## config.mk

```make
export PLATFORM = sky130hd
export DESIGN_NAME = psg_three_voice_tone_noise_envelope_unit
export DESIGN_NICKNAME = d
export VERILOG_FILES = /design/src/rtl/psg_pkg.sv /design/src/rtl/psg_env.sv /design/src/rtl/psg_three_voice_tone_noise_envelope_unit.sv
export SDC_FILE = /design/constraint.sdc
export NUM_CORES = 1
export LEC_CHECK = 0
export BUFFER_PORTS_ARGS = -buffer_cell sky130_fd_sc_hd__buf_2
export CAP_MARGIN = 5
export CORE_ASPECT_RATIO = 0.5
export CORE_UTILIZATION = 30
export DETAILED_ROUTE_END_ITERATION = 12
export PLACE_DENSITY = 0.44
export SLEW_MARGIN = 20
export SYNTH_ARGS = -nofsm -noshare
export SYNTH_HDL_FRONTEND = slang
export SYNTH_SLANG_ARGS = --single-unit
export TNS_END_PERCENT = 30
```

## constraint.sdc

```tcl
create_clock -name clk -period 5.4 [get_ports clk]
set_input_delay 0.54 -clock clk [delete_from_list [all_inputs] [get_ports clk]]
set_output_delay 0.54 -clock clk [all_outputs]
set_load 0.05 [all_outputs]
```

## src/rtl/psg_pkg.sv

```systemverilog
// Shared types, codes and the level table of the three-voice sound generator.
package psg_pkg;

  localparam int NVOICE = 3;

  // command opcodes
  localparam logic [1:0] OP_TICK   = 2'd0;
  localparam logic [1:0] OP_SELECT = 2'd1;
  localparam logic [1:0] OP_WRITE  = 2'd2;

  // register indexes
  localparam logic [3:0] REG_TONE_A_FINE   = 4'd0;
  localparam logic [3:0] REG_TONE_A_COARSE = 4'd1;
  localparam logic [3:0] REG_TONE_B_FINE   = 4'd2;
  localparam logic [3:0] REG_TONE_B_COARSE = 4'd3;
  localparam logic [3:0] REG_TONE_C_FINE   = 4'd4;
  localparam logic [3:0] REG_TONE_C_COARSE = 4'd5;
  localparam logic [3:0] REG_NOISE_PER     = 4'd6;
  localparam logic [3:0] REG_MIXER         = 4'd7;
  localparam logic [3:0] REG_VOL_A         = 4'd8;
  localparam logic [3:0] REG_VOL_B         = 4'd9;
  localparam logic [3:0] REG_VOL_C         = 4'd10;
  localparam logic [3:0] REG_ENV_FINE      = 4'd11;
  localparam logic [3:0] REG_ENV_COARSE    = 4'd12;
  localparam logic [3:0] REG_ENV_SHAPE     = 4'd13;

  localparam logic [16:0] NOISE_SHIFT_RESET = 17'h0FFFF;
  localparam logic [17:0] NOISE_TAPS        = 18'h24000;
  localparam logic [9:0]  NOISE_PER_RESET   = 10'd992;
  localparam logic [9:0]  NOISE_PER_MIN     = 10'd16;
  localparam logic [19:0] ENV_CNT_MAX       = 20'hFFFFF;
  localparam logic [4:0]  ENV_TOP           = 5'h1F;

  typedef struct packed {
    logic [1:0] opcode;
    logic [7:0] reg_value;
  } cmd_t;

  typedef struct packed {
    logic [7:0] voice_a_level;
    logic [7:0] voice_b_level;
    logic [7:0] voice_c_level;
  } snd_t;

  typedef struct packed {
    logic       tick;
    logic       wr_fine;
    logic       wr_coarse;
    logic       wr_shape;
    logic [7:0] data;
  } env_ctrl_t;

  // exponential level table, two entries per step
  function automatic logic [7:0] level_lut(input logic [4:0] idx);
    logic [7:0] lv;
    case (idx[4:1])
      4'd0:    lv = 8'd1;
      4'd1:    lv = 8'd2;
      4'd2:    lv = 8'd3;
      4'd3:    lv = 8'd4;
      4'd4:    lv = 8'd6;
      4'd5:    lv = 8'd8;
      4'd6:    lv = 8'd11;
      4'd7:    lv = 8'd16;
      4'd8:    lv = 8'd23;
      4'd9:    lv = 8'd32;
      4'd10:   lv = 8'd45;
      4'd11:   lv = 8'd64;
      4'd12:   lv = 8'd90;
      4'd13:   lv = 8'd128;
      4'd14:   lv = 8'd181;
      default: lv = 8'd255;
    endcase
    return lv;
  endfunction

endpackage

```

## src/rtl/psg_env.sv

```systemverilog
// Envelope generator: period counter, level ramp and shape sequencing.
module psg_env (
  input  logic                clk,
  input  logic                rst,
  input  psg_pkg::env_ctrl_t  ctrl,
  output logic [4:0]          level_next
);

  logic [15:0] period;
  logic [19:0] count;
  logic [5:0]  level;
  logic [3:0]  shape;
  logic        hold;

  logic [19:0] count_inc;
  logic        fire;
  logic [19:0] count_tick;
  logic [5:0]  level_ramp;
  logic [5:0]  level_tick;
  logic [3:0]  shape_alt;
  logic [3:0]  shape_tick;
  logic        hold_tick;

  always_comb begin
    count_inc  = (count != psg_pkg::ENV_CNT_MAX) ? count + 20'd1 : count;
    fire       = (period != 16'd0) && (count_inc >= {period, 4'h0});
    count_tick = fire ? 20'd0 : count_inc;
    level_ramp = level;
    if (fire && !hold) begin
      level_ramp = shape[2] ? level + 6'd1 : level - 6'd1;
    end
    // alternate on shapes whose low bits are 01 or 10
    shape_alt = shape;
    if (shape[1:0] == 2'b01 || shape[1:0] == 2'b10) begin
      shape_alt = shape ^ 4'b0100;
    end
    shape_tick = shape;
    hold_tick  = hold;
    level_tick = level_ramp;
    if (fire && level_ramp[5]) begin
      if (shape[3]) begin
        shape_tick = shape_alt;
        hold_tick  = hold | shape_alt[0];
        level_tick = shape_alt[2] ? 6'd0 : {1'b0, psg_pkg::ENV_TOP};
      end else begin
        hold_tick  = 1'b1;
        level_tick = 6'd0;
      end
    end
    level_next = ctrl.tick ? level_tick[4:0] : level[4:0];
  end

  always_ff @(posedge clk) begin
    if (rst) begin
      period <= '0;
      count  <= '0;
      level  <= '0;
      shape  <= '0;
      hold   <= 1'b1;
    end else begin
      if (ctrl.tick) begin
        count <= count_tick;
        level <= level_tick;
        shape <= shape_tick;
        hold  <= hold_tick;
      end
      if (ctrl.wr_fine) begin
        period[7:0] <= ctrl.data;
      end
      if (ctrl.wr_coarse) begin
        period[15:8] <= ctrl.data;
      end
      if (ctrl.wr_shape) begin
        count <= '0;
        shape <= ctrl.data[3:0];
        hold  <= 1'b0;
        level <= ctrl.data[2] ? 6'd0 : {1'b0, psg_pkg::ENV_TOP};
      end
    end
  end

endmodule

```

## src/rtl/psg_three_voice_tone_noise_envelope_unit.sv

```systemverilog
// Top level of the three-voice tone, noise and envelope sound generator.
// Each command item is a register select, a data write to the selected
// register, or one tick. The whole update of tone, noise and envelope
// counters and the level lookup sit between the command port and a result
// register, so an item can be taken every cycle while cmd_stall is low.
// A tick gives one result item with the three voice levels (0 to 255) after
// that tick; select and write items give none. A two-deep output buffer
// (result register plus skid register) keeps commands flowing while a result
// waits; cmd_stall rises only when both are full. Registers 14 and 15 and
// opcode 3 are ignored.
module psg_three_voice_tone_noise_envelope_unit (
  input  logic          clk,
  input  logic          rst,
  input  logic          cmd_valid,
  output logic          cmd_stall,
  input  psg_pkg::cmd_t cmd,
  output logic          snd_valid,
  input  logic          snd_stall,
  output psg_pkg::snd_t snd
);

  localparam int NV = psg_pkg::NVOICE;

  // register file and counters
  logic [3:0]  sel;
  logic [11:0] tone_per [NV];
  logic [15:0] tone_cnt [NV];
  logic [NV-1:0] sq_high;
  logic [NV-1:0] tone_off;
  logic [NV-1:0] noise_off;
  logic [NV-1:0] vol_env;
  logic [3:0]  vol_lvl [NV];
  logic [9:0]  noise_per;
  logic [9:0]  noise_cnt;
  logic [16:0] noise_shift;

  // output buffer
  psg_pkg::snd_t skid;
  logic          skid_valid;

  logic cmd_acc;
  logic tick;
  logic wr;
  logic sel_wr;

  logic [15:0]   tone_cnt_next [NV];
  logic [NV-1:0] sq_high_next;
  logic [9:0]    noise_cnt_inc;
  logic          noise_fire;
  logic [17:0]   noise_fb;
  logic [16:0]   noise_shift_next;
  logic [4:0]    env_level_next;
  logic [7:0]    lvl [NV];
  psg_pkg::snd_t res;
  psg_pkg::env_ctrl_t env_ctrl;
  logic          out_free;

  assign cmd_stall = skid_valid;
  assign cmd_acc   = cmd_valid && !cmd_stall;
  assign tick      = cmd_acc && (cmd.opcode == psg_pkg::OP_TICK);
  assign wr        = cmd_acc && (cmd.opcode == psg_pkg::OP_WRITE);
  assign sel_wr    = cmd_acc && (cmd.opcode == psg_pkg::OP_SELECT);

  // envelope writes travel to the envelope block together with the tick
  always_comb begin
    env_ctrl.tick      = tick;
    env_ctrl.wr_fine   = wr && (sel == psg_pkg::REG_ENV_FINE);
    env_ctrl.wr_coarse = wr && (sel == psg_pkg::REG_ENV_COARSE);
    env_ctrl.wr_shape  = wr && (sel == psg_pkg::REG_ENV_SHAPE);
    env_ctrl.data      = cmd.reg_value;
  end

  psg_env u_env (
    .clk        (clk),
    .rst        (rst),
    .ctrl       (env_ctrl),
    .level_next (env_level_next)
  );

  // noise: 17-bit shift register, tap word spills into bit 17 before the shift
  always_comb begin
    noise_cnt_inc    = noise_cnt + 10'd1;
    noise_fire       = noise_cnt_inc >= noise_per;
    noise_fb         = {1'b0, noise_shift} ^ (noise_shift[0] ? psg_pkg::NOISE_TAPS : 18'd0);
    noise_shift_next = noise_fire ? noise_fb[17:1] : noise_shift;
  end

  // per voice: tone counter, square wave, level gating
  for (genvar i = 0; i < NV; i++) begin : g_voice
    logic [15:0] cnt_inc;
    logic        wrap;
    logic [4:0]  idx;
    logic        mute;
    always_comb begin
      cnt_inc          = tone_cnt[i] + 16'd1;
      wrap             = cnt_inc >= {tone_per[i], 4'h0};
      tone_cnt_next[i] = wrap ? 16'd0 : cnt_inc;
      sq_high_next[i]  = sq_high[i] ^ wrap;
      idx  = vol_env[i] ? env_level_next : {vol_lvl[i], 1'b0};
      // a period of zero keeps the tone gate open
      mute = (!tone_off[i] && !sq_high_next[i] && (tone_per[i] != 12'd0)) ||
             (!noise_off[i] && !noise_shift_next[0]);
      lvl[i] = mute ? 8'd0 : psg_pkg::level_lut(idx);
    end
  end

  always_comb begin
    res.voice_a_level = lvl[0];
    res.voice_b_level = lvl[1];
    res.voice_c_level = lvl[2];
  end

  always_ff @(posedge clk) begin
    if (rst) begin
      sel         <= '0;
      sq_high     <= '0;
      tone_off    <= '1;
      noise_off   <= '1;
      vol_env     <= '0;
      noise_per   <= psg_pkg::NOISE_PER_RESET;
      noise_cnt   <= '0;
      noise_shift <= psg_pkg::NOISE_SHIFT_RESET;
      for (int i = 0; i < NV; i++) begin
        tone_per[i] <= '0;
        tone_cnt[i] <= '0;
        vol_lvl[i]  <= '0;
      end
    end else begin
      if (sel_wr) begin
        sel <= cmd.reg_value[3:0];
      end
      if (wr) begin
        case (sel)
          psg_pkg::REG_TONE_A_FINE:   tone_per[0][7:0]  <= cmd.reg_value;
          psg_pkg::REG_TONE_A_COARSE: tone_per[0][11:8] <= cmd.reg_value[3:0];
          psg_pkg::REG_TONE_B_FINE:   tone_per[1][7:0]  <= cmd.reg_value;
          psg_pkg::REG_TONE_B_COARSE: tone_per[1][11:8] <= cmd.reg_value[3:0];
          psg_pkg::REG_TONE_C_FINE:   tone_per[2][7:0]  <= cmd.reg_value;
          psg_pkg::REG_TONE_C_COARSE: tone_per[2][11:8] <= cmd.reg_value[3:0];
          psg_pkg::REG_NOISE_PER: begin
            noise_per <= (cmd.reg_value == 8'd0) ? psg_pkg::NOISE_PER_MIN
                                                 : {cmd.reg_value[4:0], 5'd0};
          end
          psg_pkg::REG_MIXER: begin
            tone_off  <= cmd.reg_value[2:0];
            noise_off <= cmd.reg_value[5:3];
          end
          psg_pkg::REG_VOL_A: begin
            vol_env[0] <= cmd.reg_value[4];
            vol_lvl[0] <= cmd.reg_value[3:0];
          end
          psg_pkg::REG_VOL_B: begin
            vol_env[1] <= cmd.reg_value[4];
            vol_lvl[1] <= cmd.reg_value[3:0];
          end
          psg_pkg::REG_VOL_C: begin
            vol_env[2] <= cmd.reg_value[4];
            vol_lvl[2] <= cmd.reg_value[3:0];
          end
          default: ;
        endcase
      end
      if (tick) begin
        noise_cnt   <= noise_fire ? 10'd0 : noise_cnt_inc;
        noise_shift <= noise_shift_next;
        sq_high     <= sq_high_next;
        for (int i = 0; i < NV; i++) begin
          tone_cnt[i] <= tone_cnt_next[i];
        end
      end
    end
  end

  // result register with skid stage
  assign out_free = !snd_valid || !snd_stall;

  always_ff @(posedge clk) begin
    if (rst) begin
      snd_valid  <= 1'b0;
      skid_valid <= 1'b0;
    end else if (out_free) begin
      if (skid_valid) begin
        snd_valid  <= 1'b1;
        skid_valid <= 1'b0;
      end else begin
        snd_valid <= tick;
      end
    end else if (tick) begin
      skid_valid <= 1'b1;
    end
  end

  always_ff @(posedge clk) begin
    if (out_free) begin
      snd <= skid_valid ? skid : res;
    end else if (tick) begin
      skid <= res;
    end
  end

endmodule

```

==> results.md <==
- Internal: 3.27 mW
- Setup CP Type: flop to flop
- # rows: 54
- WL/cell: 16.2 µm
- Setup total negative slack: 0 ns
- FMAX: 193 MHz
- DRC Markers: 0
- Fin crit share: 95.8%
- Non-filler cells, final: 2001
- Biggest cell delay along the critical path: 0.40 ns
- PnR Total Power: 4.29 mW
- FFs w/ async S/R, synth: 0%
- Min Clock Period, post-route: 5.17 ns
- Final Hold Viols: 0
- Worst Path Buf+Inv: 2
- Die area: 45800 µm²
- Initial Utilization: 30.7%
- Seq cells post-synth: 242
- Cell mode on critical path: nand3_1
- I/O pin count: 40
- Crit. End Element: flop
- Synth Instances: 1338
- Fill count: 4455
- Placer's final routability congestion estimate: 0.836
- Core ar.: 43900 µm²
- Critical path's top delay family: simple AND/OR/NAND/NOR gates
- Synth Area in Adders: 7.67%
- Area delta synth->final: 15.0%
- Fin nets: 1489
- Tot GR Track Use: 14.2%
- Chip width: 302 µm
- Max-cap violations: 0
- Compound-Gate Fraction of Synth Area: 12.3%
- ANT cells: 0
- Worst hold path type: input pin to flop
- Commonest register cell after synthesis: edfxtp_1
- Overflow after GRT: 0
- Net Sw Power: 1.02 mW
- CTS tree: done
- Synth top area share: 32.1%
- Depth of the CTS H-tree: 1
- Pwr Density: 277 nW/µm²
- Worst skew pair latency: 0.55 ns
- Hpwl dp: 23100 µm
- Vias in the first global route: 9636
- Required @ worst endpoint: 5.69 ns
- Post-synthesis mux area share: 5.44%
- Combinational Power Share: 7.6%
- Net Count, Synth: 1434
- Area of the multi-input gates: 6710 µm²
- Top post-synthesis cells by area: edfxtp_1 32%, dfxtp_1 15%, ha_1 7.5%
- DP Worst Slack: 0.0367 ns
- IO buf count: 39
- Largest net degree at the start of global routing: 50
- Total clock sinks: 242
- Max FO, Critical Path: 7
- Leak pwr: 6.16 nW
- Worst rel slew slack: 34.6%
- Slew Viols, Final: 0
- Clock root buffer: clkbuf_16
- Min Hold Slack: 0.355 ns
- Die Ht: 152 µm
- # setup viols final: 0
- Post-CTS Hold Fix Bufs: 0
- Placed insts: 1948
- Simple-gate share of the synthesized area: 18.9%
- Clock Tree Buf Depth: 3
- Design Area, Final: 15500 µm²
- Yosys warns: 0
- Post-Syn Area: 13500 µm²
- First-pass GRT wire length: 52800 µm
- Largest family of logic cells by synthesized area: simple AND/OR/NAND/NOR gates
- Worst-Margin Slew: 0.980 ns
- Reg area: 6290 µm²
- Share of cells above drive strength 1: 13.0%
- Slowest cell on crit path: nor4_1
- Final setup margin: 0.229 ns
- Synthesized area per cell: 10.1 µm²
- Vias: 9801
- Clk_skew: 0.0120 ns
- DRT Pass-1 Iters: 7
- Post-synthesis sequential area ratio: 46.6%
- CTS Buf Count: 26
- Routed vias/inst: 4.90
- Post-DRT Antenna Nets: 0
- Sequential power share: 47.7%
- Sw Ratio: 23.8%
- Post-synth top area cell: edfxtp_1
- Clock share of power: 44.7%
- Layout Utilization: 35.3%
- Status: completed
- Post-place instance area: 14500 µm²
- Max VDD drop: 0.000207 V
- Post-synth EDFFs: 144
- CP startpoint kind: flop
- 1st-iter DRT viols: 592
- Post-Route WL: 32400 µm
- Arr. time, crit path: 5.46 ns
- Synth Area in XOR/XNOR: 4.98%
- Initial antenna violation count: 1
- Crit path cell chain: ha_2 > nand3_1 > nor3_2 > nand3_1 > and3_1 > nor2b_1 > nand3_1 > xnor2_1 > ha_1 > nand4_1 > nor4_1 > o2111ai_1 > a22o_1 > a221o_1 > a22oi_1 > buf_4 > mux2_4 > inv_1 > ha_1 > and2_1 > o2bb2ai_1 > o31ai_1 > a21oi_1
- Reg clk slew, reported paths: 0.06 ns
- Yosys cell types: 87
==> synth_stat cells (4+ instances only) <==
library cell	instances
nor3b_1	9
nor3_1	23
clkbuf_1	41
nand3b_1	6
or3_1	6
mux2_2	9
o21a_1	5
xor2_1	27
nand2_1	88
ha_1	81
inv_1	87
buf_2	6
a31oi_1	7
o21ai_0	31
a221oi_1	4
or2_2	6
a21oi_1	57
a211o_1	17
o211ai_1	4
o31ai_1	8
and4_1	4
nor4_1	26
nor2_1	133
nand4_1	22
nand2b_1	24
xnor2_1	47
a31o_2	4
a32o_1	6
and2_1	27
and3_1	24
a211oi_1	6
dfxtp_1	98
nand3_1	51
a21o_1	23
mux2i_1	56
edfxtp_1	144
nor2b_1	36
==> cells in the final DEF, fill, tap and decap left out, types with 23 or more instances in the layout <==
cell type / count
edfxtp_1: 144
nor2_1: 131
dfxtp_1: 94
nand2_1: 88
inv_1: 86
ha_1: 78
a21oi_1: 57
mux2i_1: 56
nand3_1: 51
xnor2_1: 46
buf_4: 41
buf_2: 39
nor2b_1: 36
o21ai_0: 31
clkbuf_16: 30
xor2_1: 27
and2_1: 27
nor4_1: 26
nand2b_1: 24
and3_1: 23
a21o_1: 23
==> flip-flops by register name, summed over array words and instances, names as in the netlist, 12 cells and up <==
signal	count
snd	24
u_env.count	20
vol_lvl	12
tone_per	36
u_env.period	16
noise_shift	17
skid	24
tone_cnt	48
==> repair_timing <==
action	in CTS	in global routing
resized for setup	0	15
setup endpoints to repair	0	29
setup buffers	0	5
==> routing by layer <==
layer	up-vias	GRT usage [%]	wire length (µm)
li1	4931	-	-
met1	4717	20.9	16800
met2	128	21.7	13900
met3	25	2.55	1260
met4	0	2.65	397
met5	-	0	0
==> path summary, 6_finish.rpt <==
check	to	cells past startpoint	from	slack, ns
min	noise_off[2]	2	cmd[5]	0.35
max	snd[9]	23	u_env.count[1]	0.23
max reg2reg	snd[9]	23	u_env.count[1]	0.23
min reg2reg	noise_per[9]	1	noise_per[9]	0.46
==> power groups by stage <==
| stage | clock network [mW] | logic, mW | registers [mW] |
|---|---|---|---|
| floorplan | 0 | 0.185 | 2.12 |
| global placement | 0 | 0.319 | 2.08 |
| detailed placement | 0 | 0.324 | 2.09 |
| CTS | 1.99 | 0.326 | 2.05 |
| global route | 2.06 | 0.362 | 2.05 |
| finish | 1.92 | 0.326 | 2.05 |
==> area by class of cell <==
type | count | share of cell area (%)
clock inverter | 6 | 0.420
inverter | 89 | 2.16
clock buffer | 42 | 5.58
tap | 588 | 4.75
timing repair buffer | 80 | 3.24
sequential | 242 | 40.6
multi-input combinational | 954 | 43.3
==> logic make-up after synthesis <==
logic type / after synthesis
AOI/OAI and AO/OA: 227
and+or+nand+nor: 500
xor gates and xnor gates: 75
muxes: 70
buffers and inverters: 142
adders and majority gates: 82
DFF: 242
(Power assumes the default switching activity.)
